`src/hdl/tlsrd_pkg.sv`:
```
`timescale 1ns / 1ps
`default_nettype none
// ----------------------------------------------------------------------------
// tlsrd_pkg
// shared types and constants for the tls record deframer
// ----------------------------------------------------------------------------
package tlsrd_pkg;

  localparam int LEN_W  = 17;
  localparam int BYTE_W = 8;

  // header layout
  localparam logic [LEN_W-1:0] HDR_LEN      = 17'd5;
  localparam logic [LEN_W-1:0] HDR_TYPE_POS = 17'd0;
  localparam logic [LEN_W-1:0] HDR_LENH_POS = 17'd3;
  localparam logic [LEN_W-1:0] HDR_LENL_POS = 17'd4;

  // fragment byte positions
  localparam logic [LEN_W-1:0] FRAG_B0_POS = 17'd0;
  localparam logic [LEN_W-1:0] FRAG_B1_POS = 17'd1;
  localparam logic [LEN_W-1:0] ALERT_MIN_LEN = 17'd2;

  localparam logic [BYTE_W-1:0] TYPE_ALERT     = 8'd21;
  localparam logic [BYTE_W-1:0] TYPE_HANDSHAKE = 8'd22;
  localparam logic [BYTE_W-1:0] HELLO_MSG      = 8'd2;
  localparam logic [BYTE_W-1:0] ALERT_FATAL    = 8'd2;
  localparam logic [BYTE_W-1:0] ALERT_CODE     = 8'd20;

  localparam logic [LEN_W-1:0] FRAG_LIMIT_RESET = 17'h10000;

  typedef enum logic [1:0] {
    EV_NONE    = 2'd0,
    EV_REPLY   = 2'd1,
    EV_FAIL    = 2'd2,
    EV_SUCCESS = 2'd3
  } event_t;

  typedef enum logic {
    KIND_DATA  = 1'b0,
    KIND_START = 1'b1
  } kind_t;

endpackage
`default_nettype wire

```
`src/hdl/tlsrd_if.sv`:
```
`timescale 1ns / 1ps
`default_nettype none
// ----------------------------------------------------------------------------
// tlsrd channel interfaces
// valid/ready channels for stream bytes, events and the length limit write
// ----------------------------------------------------------------------------
interface tlsrd_in_if;
  logic       valid;
  logic       ready;
  logic       kind;
  logic [7:0] data_byte;
  modport source (output valid, output kind, output data_byte, input ready);
  modport sink   (input valid, input kind, input data_byte, output ready);
endinterface

interface tlsrd_out_if;
  logic       valid;
  logic       ready;
  logic [1:0] event_res;
  logic       record_end;
  logic [7:0] record_kind;
  modport source (output valid, output event_res, output record_end,
                  output record_kind, input ready);
  modport sink   (input valid, input event_res, input record_end,
                  input record_kind, output ready);
endinterface

interface tlsrd_cfg_if;
  logic        valid;
  logic        ready;
  logic [16:0] data;
  modport source (output valid, output data, input ready);
  modport sink   (input valid, input data, output ready);
endinterface
`default_nettype wire

```
`src/hdl/tls_record_deframer_unit.sv`:
```
`timescale 1ns / 1ps
`default_nettype none
// ----------------------------------------------------------------------------
// tls_record_deframer_unit
// splits received connection bytes into tls records and flags the
// hello reply point, length failures and the success alert
// ----------------------------------------------------------------------------
// result: registered, valid in the cycle after its input transaction is accepted
// throughput: one byte per cycle; the single output register is refilled in
//   the cycle it is taken, so input ready follows output ready
// reset (rst_n low, synchronous): header phase, connection open, counters and
//   captured bytes zero, length limit 65536, no result pending
module tls_record_deframer_unit (
  input  wire logic  clk,
  input  wire logic  rst_n,
  tlsrd_in_if.sink   in_ch,
  tlsrd_out_if.source out_ch,
  tlsrd_cfg_if.sink  cfg_ch
);
  import tlsrd_pkg::*;

  // record state
  logic              in_frag_r, in_frag_nxt;
  logic              closed_r,  closed_nxt;
  logic [LEN_W-1:0]  cnt_r,     cnt_nxt;
  logic [BYTE_W-1:0] ctype_r,   ctype_nxt;
  logic [LEN_W-1:0]  flen_r,    flen_nxt;
  logic [BYTE_W-1:0] first_r,   first_nxt;
  logic [BYTE_W-1:0] second_r,  second_nxt;
  logic [LEN_W-1:0]  max_len_r;

  // result register
  logic              out_valid_r;
  event_t            ev_r, ev_nxt;
  logic              rend_r, rend_nxt;
  logic [BYTE_W-1:0] rkind_r;

  logic             in_acc;
  logic [LEN_W-1:0] cnt_inc;

  // take a byte whenever the result slot is empty or drains this cycle
  assign in_ch.ready  = !out_valid_r || out_ch.ready;
  assign in_acc       = in_ch.valid && in_ch.ready;
  assign cfg_ch.ready = 1'b1;

  assign cnt_inc = cnt_r + 17'd1;

  always_comb begin
    in_frag_nxt = in_frag_r;
    closed_nxt  = closed_r;
    cnt_nxt     = cnt_r;
    ctype_nxt   = ctype_r;
    flen_nxt    = flen_r;
    first_nxt   = first_r;
    second_nxt  = second_r;
    ev_nxt      = EV_NONE;
    rend_nxt    = 1'b0;
    if (in_ch.kind == KIND_START) begin
      // new connection wipes everything but the limit
      in_frag_nxt = 1'b0;
      closed_nxt  = 1'b0;
      cnt_nxt     = '0;
      ctype_nxt   = '0;
      flen_nxt    = '0;
      first_nxt   = '0;
      second_nxt  = '0;
    end else if (!closed_r) begin
      if (!in_frag_r) begin
        // header phase: type byte, two version bytes, length msb, length lsb
        if (cnt_r == HDR_TYPE_POS) begin
          ctype_nxt = in_ch.data_byte;
        end else if (cnt_r == HDR_LENH_POS) begin
          flen_nxt = {1'b0, in_ch.data_byte, 8'd0};
        end else if (cnt_r == HDR_LENL_POS) begin
          flen_nxt = {1'b0, flen_r[15:8], in_ch.data_byte};
        end
        cnt_nxt = cnt_inc;
        if (cnt_inc >= HDR_LEN) begin
          cnt_nxt = '0;
          if (flen_nxt == '0 || flen_nxt > max_len_r) begin
            ev_nxt     = EV_FAIL;
            closed_nxt = 1'b1;
          end else begin
            in_frag_nxt = 1'b1;
          end
        end
      end else begin
        // fragment phase: keep the first two bytes for the end-of-record check
        if (cnt_r == FRAG_B0_POS) begin
          first_nxt = in_ch.data_byte;
        end else if (cnt_r == FRAG_B1_POS) begin
          second_nxt = in_ch.data_byte;
        end
        cnt_nxt = cnt_inc;
        if (cnt_inc >= flen_r) begin
          rend_nxt    = 1'b1;
          cnt_nxt     = '0;
          in_frag_nxt = 1'b0;
          if (ctype_r == TYPE_HANDSHAKE && first_nxt == HELLO_MSG) begin
            ev_nxt = EV_REPLY;
          end else if (ctype_r == TYPE_ALERT && flen_r >= ALERT_MIN_LEN &&
                       first_nxt == ALERT_FATAL && second_nxt == ALERT_CODE) begin
            ev_nxt     = EV_SUCCESS;
            closed_nxt = 1'b1;
          end
        end
      end
    end
  end

  // state, limit register and result valid
  always_ff @(posedge clk) begin
    if (!rst_n) begin
      in_frag_r   <= 1'b0;
      closed_r    <= 1'b0;
      cnt_r       <= '0;
      ctype_r     <= '0;
      flen_r      <= '0;
      first_r     <= '0;
      second_r    <= '0;
      max_len_r   <= FRAG_LIMIT_RESET;
      out_valid_r <= 1'b0;
    end else begin
      if (cfg_ch.valid) begin
        max_len_r <= cfg_ch.data;
      end
      if (in_acc) begin
        in_frag_r   <= in_frag_nxt;
        closed_r    <= closed_nxt;
        cnt_r       <= cnt_nxt;
        ctype_r     <= ctype_nxt;
        flen_r      <= flen_nxt;
        first_r     <= first_nxt;
        second_r    <= second_nxt;
        out_valid_r <= 1'b1;
      end else if (out_ch.ready) begin
        out_valid_r <= 1'b0;
      end
    end
  end

  // result payload, no reset needed
  always_ff @(posedge clk) begin
    if (in_acc) begin
      ev_r    <= ev_nxt;
      rend_r  <= rend_nxt;
      rkind_r <= ctype_nxt;
    end
  end

  assign out_ch.valid       = out_valid_r;
  assign out_ch.event_res   = ev_r;
  assign out_ch.record_end  = rend_r;
  assign out_ch.record_kind = rkind_r;

  // a completed fragment never reports a length failure
  a_rend_no_fail: assert property (@(posedge clk) disable iff (!rst_n)
    out_valid_r && rend_r |-> ev_r != EV_FAIL)
    else $error("record end reported together with a length failure");

  // a closed connection stays closed until a start transaction
  a_closed_holds: assert property (@(posedge clk) disable iff (!rst_n)
    closed_r && !(in_acc && in_ch.kind == KIND_START) |=> closed_r)
    else $error("connection reopened without a start transaction");

  // terminal events close the connection
  a_terminal_closes: assert property (@(posedge clk) disable iff (!rst_n)
    in_acc && (ev_nxt == EV_FAIL || ev_nxt == EV_SUCCESS) |=> closed_r)
    else $error("terminal event left the connection open");

  // header position counter stays inside the header
  a_hdr_count: assert property (@(posedge clk) disable iff (!rst_n)
    !in_frag_r |-> cnt_r < HDR_LEN)
    else $error("header byte counter out of range");

endmodule
`default_nettype wire

```
`src/flat_wrapper.sv`:
```
// flat-port wrapper written by rule: the top's interface ports become plain ports
module tls_record_deframer_unit_flat import tlsrd_pkg::*;
  (clk, rst_n, in_ch_valid, in_ch_kind, in_ch_data_byte, in_ch_ready, out_ch_valid, out_ch_event_res, out_ch_record_end, out_ch_record_kind, out_ch_ready, cfg_ch_valid, cfg_ch_data, cfg_ch_ready);
  tlsrd_in_if in_ch_i ();
  tlsrd_out_if out_ch_i ();
  tlsrd_cfg_if cfg_ch_i ();
  input  wire logic clk;
  input  wire logic rst_n;
  input wire logic [$bits(in_ch_i.valid)-1:0] in_ch_valid;
  input wire logic [$bits(in_ch_i.kind)-1:0] in_ch_kind;
  input wire logic [$bits(in_ch_i.data_byte)-1:0] in_ch_data_byte;
  output wire logic [$bits(in_ch_i.ready)-1:0] in_ch_ready;
  output wire logic [$bits(out_ch_i.valid)-1:0] out_ch_valid;
  output wire logic [$bits(out_ch_i.event_res)-1:0] out_ch_event_res;
  output wire logic [$bits(out_ch_i.record_end)-1:0] out_ch_record_end;
  output wire logic [$bits(out_ch_i.record_kind)-1:0] out_ch_record_kind;
  input wire logic [$bits(out_ch_i.ready)-1:0] out_ch_ready;
  input wire logic [$bits(cfg_ch_i.valid)-1:0] cfg_ch_valid;
  input wire logic [$bits(cfg_ch_i.data)-1:0] cfg_ch_data;
  output wire logic [$bits(cfg_ch_i.ready)-1:0] cfg_ch_ready;
  assign in_ch_i.valid = in_ch_valid;
  assign in_ch_i.kind = in_ch_kind;
  assign in_ch_i.data_byte = in_ch_data_byte;
  assign in_ch_ready = in_ch_i.ready;
  assign out_ch_valid = out_ch_i.valid;
  assign out_ch_event_res = out_ch_i.event_res;
  assign out_ch_record_end = out_ch_i.record_end;
  assign out_ch_record_kind = out_ch_i.record_kind;
  assign out_ch_i.ready = out_ch_ready;
  assign cfg_ch_i.valid = cfg_ch_valid;
  assign cfg_ch_i.data = cfg_ch_data;
  assign cfg_ch_ready = cfg_ch_i.ready;
  tls_record_deframer_unit u_core (.clk(clk), .rst_n(rst_n), .in_ch(in_ch_i), .out_ch(out_ch_i), .cfg_ch(cfg_ch_i));
endmodule
```
`config.mk`:
```
export PLATFORM = sky130hd
export DESIGN_NAME = tls_record_deframer_unit_flat
export DESIGN_NICKNAME = d
export VERILOG_FILES = /design/src/hdl/tlsrd_pkg.sv /design/src/hdl/tlsrd_if.sv /design/src/hdl/tls_record_deframer_unit.sv /design/src/flat_wrapper.sv
export SDC_FILE = /design/constraint.sdc
export NUM_CORES = 1
export LEC_CHECK = 0
export BUFFER_PORTS_ARGS = -buffer_cell sky130_fd_sc_hd__buf_2
export CAP_MARGIN = 20
export CORE_ASPECT_RATIO = 1.2
export CORE_MARGIN = 2
export CORE_UTILIZATION = 55
export DETAILED_ROUTE_END_ITERATION = 10
export GPL_TIMING_DRIVEN = 0
export PLACE_DENSITY = 0.77
export SLEW_MARGIN = 0
export SYNTH_ARGS = -nofsm -noshare
export SYNTH_HDL_FRONTEND = slang
export SYNTH_SLANG_ARGS = --single-unit
```
`constraint.sdc`:
```
create_clock -name clk -period 4.1 [get_ports clk]
set_clock_uncertainty 0.2 [all_clocks]
set_input_delay 0.615 -clock clk [delete_from_list [all_inputs] [get_ports clk]]
set_output_delay 0.615 -clock clk [all_outputs]
set_load 0.02 [all_outputs]
```
Yosys cells after proc, flatten, opt, wreduce, memory -nomap -nowiden
Cells that the tools add are included.
{ "totals": {"in_bits": 31, "elab_cells": 100, "out_inout_bits": 14, "reg_bits": 89} }
{ "classes": {"n_mux": 56, "add_sub_neg": 1, "n_reduce_logical": 17, "n_bitwise": 1, "n_lt_le_gt_ge": 4, "eq_ne": 9} }
{ "op_table": {"columns": ["operator", "n"], "rows": [
  ["$mux W17", 14],
  ["$mux W8", 19],
  ["$logic_not A17 Y1", 2],
  ["$eq A8 B5 Y1 const B", 3],
  ["$add A17 B1 Y17 const B", 1],
  ["$eq A17 B1 Y1 const B", 1],
  ["$eq A17 B2 Y1 const B", 1],
  ["$eq A17 B3 Y1 const B", 1],
  ["$ge A17 B17 Y1", 1],
  ["$ge A17 B2 Y1 const B", 1],
  ["$ge A17 B3 Y1 const B", 1],
  ["$gt A17 B17 Y1", 1],
  ["$mux W1", 17],
  ["$mux W2", 6],
  ["$eq A8 B2 Y1 const B", 1],
  ["$reduce_and A3 Y1", 2],
  ["$logic_and A1 B1 Y1", 5],
  ["$ne A2 B2 Y1 const B", 2],
  ["$reduce_bool A2 Y1", 2],
  ["$reduce_or A3 Y1", 1],
  ["$logic_or A1 B1 Y1", 2],
  ["$reduce_and A2 Y1", 1],
  ["$reduce_or A2 Y1", 1],
  ["$logic_not A1 Y1", 1],
  ["$not A1 Y1", 1]
]} }

Depth between registers and ports, before layout
{ "logic_depth": {"ltp_word": 14, "mapped_depth": 17, "ltp_nobuf": 15} }

Worst setup path before layout
OpenSTA, ideal clock, no wires.
{ "synth_path": {"path_type": "register -> register", "startpoint": "register u_core.cnt_r[0]", "endpoint": "register u_core.ev_r[1], in the netlist u_core.out_ch.event_res[1], data pin", "n_path_buf": 1, "t_arrival_ps": 3375, "synth_period_minus_slack_ps": 3839, "path_slack_ps": 261, "path_stages_with_launch": 16, "cell_sequence": "dfxtp_1 > inv_1 > ha_1 > clkbuf_4 > nor2_1 > nand2_1 > a21oi_1 > o21ai_0 > ha_1 > a21o_1 > a21o_1 > a221o_1 > a221o_1 > a211o_1 > a32oi_1 > o31ai_1"} }
{ "synth_between": {"elab_chain_cells": 12} }
{ "synth_rtl": {"columns": ["item", "line", "rtl"], "rows": [
  ["from (decl)", "tls_record_deframer_unit.sv:25", "logic [LEN_W-1:0] cnt_r, cnt_nxt;"],
  ["from (signal assigned)", "tls_record_deframer_unit.sv:130", "cnt_r <= cnt_nxt;"],
  ["$eq A17 B3 Y1, or another cell as far along", "tls_record_deframer_unit.sv:74", "end else if (cnt_r == HDR_LENL_POS) begin"],
  ["$mux W17, or another cell as far along", "tls_record_deframer_unit.sv:74", null],
  ["$mux W17, or another cell as far along", "tls_record_deframer_unit.sv:72", "end else if (cnt_r == HDR_LENH_POS) begin"],
  ["$mux W17, or another cell as far along", "tls_record_deframer_unit.sv:70", "if (cnt_r == HDR_TYPE_POS) begin"],
  ["$mux W17, or another cell as far along", "tls_record_deframer_unit.sv:68", "if (!in_frag_r) begin"],
  ["$mux W17, or another cell as far along", "tls_record_deframer_unit.sv:67", "end else if (!closed_r) begin"],
  ["$mux W17, or another cell as far along", "tls_record_deframer_unit.sv:58", "if (in_ch.kind == KIND_START) begin"],
  ["$gt A17 B17 Y1, or another cell as far along", "tls_record_deframer_unit.sv:80", "if (flen_nxt == '0 || flen_nxt > max_len_r) begin"],
  ["$logic_or A1 B1 Y1 or $mux W2 (tied branches)", "tls_record_deframer_unit.sv:80, tls_record_deframer_unit.sv:101", null],
  ["$mux W2, on equally long branches", "tls_record_deframer_unit.sv:80, tls_record_deframer_unit.sv:99", null],
  ["$mux W2, on equally long branches", "tls_record_deframer_unit.sv:78, tls_record_deframer_unit.sv:95", null],
  ["$mux W2 *", "tls_record_deframer_unit.sv:68", null],
  ["to (signal assigned)", "tls_record_deframer_unit.sv:145", "ev_r <= ev_nxt;"],
  ["to (decl)", "tls_record_deframer_unit.sv:34", "event_t ev_r, ev_nxt;"]
]} }
Mark *: on every way between the ends. The rest lies on a longest branch, timed or not. The select of a mux whose other input is x is not followed.
A chain may end at the register's enable or synchronous reset.

Final worst setup path
{ "layout_path": {"startpoint": "register u_core.cnt_r[1]", "endpoint": "register u_core.ev_r[1], in the netlist u_core.out_ch.event_res[1], data pin"} }
Same word-level chain as after synthesis.

==> reports/qor.csv <==
stage,metric,value,unit
finish,final_layout_size_suffix_gt1_share,18.9,%
logic_synthesis,synth_edf_count,11,
finish,syn_to_final_growth,16.6,%
routing,route.vias.total,5057,
worst_setup_path,crit_required,4040,ps
clock_network,clkSinkCount,89,
logic_synthesis,ys_seq_area_share,35.0,%
routing,final_antenna_net_count,0,
logic_synthesis,ys_types,72,
timing,fmax,0.250,GHz
placement,port_buffers,37,
worst_setup_path,slowest_stage,or4_1,
logic_synthesis,async_reset_ff_share,0,%
finish,multiInputGateArea,3260,sq um
worst_hold_path,hold_depth,2,
routing,drc,0,
floorplan,core,9560,sq um
global_routing,grt_pass1_vias,4848,
clock_network,postCtsHoldBufs,0,
routing,vias_per_cell,6.14,
routing,routedWlPerCell,17.5,um
worst_setup_path,worstSetupEndpointType,flip-flop,
worst_setup_path,critPathArrivalTime,3950,ps
clock_network,cts_tree,built,
timing,hold_viol,0,
routing,routed_wl,14400,um
flow_run,maxCapViolations,0,
finish,fillers,805,
worst_setup_path,critPathKind,flip-flop to flip-flop,
power_and_ir_drop,p_total,0.00192,W
worst_setup_path,cp_cell_sequence,ha_1 -> nand4_1 -> buf_4 -> nor4_2 -> xor2_1 -> ha_1 -> o21a_1 -> o2111ai_1 -> or4_4 -> o22ai_4 -> nor2_1 -> or4_1 -> o31ai_2,
power_and_ir_drop,leakage,2.59,nW
global_routing,grt_first_pass_wirelength,23100,um
finish,ff_latch_area,1900,sq um
power_and_ir_drop,powerDensity,304,nW/um^2
clock_network,cts-root-buf,clkbuf_16,
global_routing,grt_start_max_net_pins,17,
timing,max-slew-margin-rel,31.7,%
finish,final_common_cell,nor2_1,
floorplan,dieArea,10600,sq um
floorplan,ios,45,
timing,worst_slew_pin_slew,1020,ps
floorplan,initial_core_util,56.5,%
timing,fin_setup_tns,0,ps
routing,drt_iter0_drc,538,
logic_synthesis,syn_area_per_cell,8.54,sq um
timing,setup_violations,0,
routing,firstDrtPassIters,5,
global_routing,gr-total-overflow,0,
worst_setup_path,cp_max_fo,8,
logic_synthesis,syn-num-nets,701,
clock_network,insertion_delay,340,ps
power_and_ir_drop,ir_worst_vdd,0.000241,V
worst_setup_path,rr_worst_depth,13,
clock_network,cts_htree_levels,3,
logic_synthesis,netlist_instances,633,
floorplan,die_y,113,um
timing,fin_crit_sh,97.6,%
finish,antenna_cells,0,
floorplan,row_count,39,
finish,most-common-layout-cells,"nor2_1, dfxtp_1, nand2_1, inv_1, buf_2",
logic_synthesis,synthFlopType,dfxtp_1,
placement,place_congestion,0.956,
clock_network,clkTransAtPathRegs,70,ps
clock_network,clk_path_buf_depth,2,
global_routing,antenna_found_initial,0,
finish,fin_nets,763,
worst_setup_path,slowest_delay,590,ps
floorplan,die_w,94.5,um
worst_setup_path,cp_common_cell,ha_1,
worst_hold_path,hp-class,flip-flop to flip-flop,
logic_synthesis,synth_area,5400,sq um
logic_synthesis,synth-seq-cells,89,
logic_synthesis,yosys_warnings,0,
placement,dp_hpwl,10500,um
outcome,status,"finished, final reports clean",
timing,min_period,4000,ps
timing,slew_viol_final,0,
worst_setup_path,startpoint_type,flip-flop,
clock_network,cts_made_buffers,9,
global_routing,grtUsageTotal,27.7,%
[registers in the layout, indices dropped and copies added (netlist names)]
register / count
u_core.out_ch.valid: 1
u_core.max_len_r: 17
u_core.out_ch.record_end: 1
u_core.out_ch.event_res: 2
u_core.out_ch.record_kind: 8
u_core.flen_r: 17
u_core.cnt_r: 17
u_core.in_frag_r: 1
u_core.closed_r: 1
u_core.ctype_r: 8
u_core.second_r: 8
u_core.first_r: 8
[through the flow]
stage,utilization (%),setup slack (ps),cells,hold slack [ps],instance area [sq um]
after global placement,60.0,-610,793,276,5740
after detailed placement,60.0,-700,793,284,5740
after floorplan,-,261,633,260,5400
after CTS,64.0,-50.6,809,301,6120
final,65.9,99.3,823,294,6300
after global routing,65.9,-32.6,823,316,6300
[final cells by class]
type,instances,share of cell area (%)
Buffer,39,3.87
Clock buffer,11,3.69
Clock inverter,5,0.874
Inverter,45,2.68
Multi-Input combinational cell,460,51.7
Sequential cell,89,30.1
Tap cell,123,2.44
Timing Repair Buffer,51,4.61
[cells by family after synthesis]
family | synth area share [%]
other | 0.0694
multiplexers | 5.60
flip-flops | 35.0
adder cells (fa/ha/maj) | 8.57
buffers and inverters | 7.62
AO/OA/AOI/OAI | 19.0
XOR/XNOR | 2.11
AND/OR/NAND/NOR | 22.0
[worst paths after layout]
check | start | to | slack, ps
setup / recovery | u_core.cnt_r[1] | u_core.out_ch.event_res[1] | 100
hold / removal | u_core.max_len_r[14] | u_core.max_len_r[14] | 290
setup reg to reg | u_core.cnt_r[1] | u_core.out_ch.event_res[1] | 100
hold reg to reg | u_core.max_len_r[14] | u_core.max_len_r[14] | 290
[cell usage after synthesis (all sizes together) (3+ instances only)]
cell type,instances,area (sq um)
a21o,8,60.1
a21oi,19,114
a22o,3,27.5
a22oi,39,293
a31oi,4,25.0
a32oi,14,123
and3,4,25.0
and4,4,35.0
buf,9,63.8
clkbuf,30,179
dfxtp,78,1560
edfxtp,11,330
ha,37,463
inv,44,165
mux2i,28,280
nand2,46,173
nand3,16,85.1
nand4,11,75.1
nor2,104,390
nor2b,4,25.0
nor3,11,60.1
nor4,14,115
nor4b,4,35.0
o211ai,6,65.1
o21a,3,22.5
o21ai,22,110
o31ai,3,22.5
or2,5,31.3
or3,3,18.8
or4,5,37.5
xnor2,5,43.8
xor2,8,70.1
[layer usage]
metal	track usage, %	part of all wire (%)
met1	32.2	39
met2	48.4	50
met3	4.83	6.7
met4	13.6	4.0
met5	0	0
[repair_timing]
action	CTS	global route
endpoints found under the setup margin	21	21
pin swaps	2	10
buffers inserted	0	14
gates resized for setup	17	19
gates cloned	0	0
[power by group]
part / internal (W) / switching (W) / total, W
Clock: 0.000472 / 0.000340 / 0.000812
Sequential: 0.000904 / 0.0000102 / 0.000915
Combinational: 0.0000665 / 0.000124 / 0.000191
[worst max-delay path: cells and delay by family, from the launching register on]
kind / cells / cell delay (ps)
AO/OA/AOI/OAI: 4 / 530
XOR/XNOR: 1 / 160
adder cells (fa/ha/maj): 2 / 590
buffers and inverters: 1 / 230
flip-flops: 1 / 410
AND/OR/NAND/NOR: 5 / 1680
(Power assumes the default switching activity.)
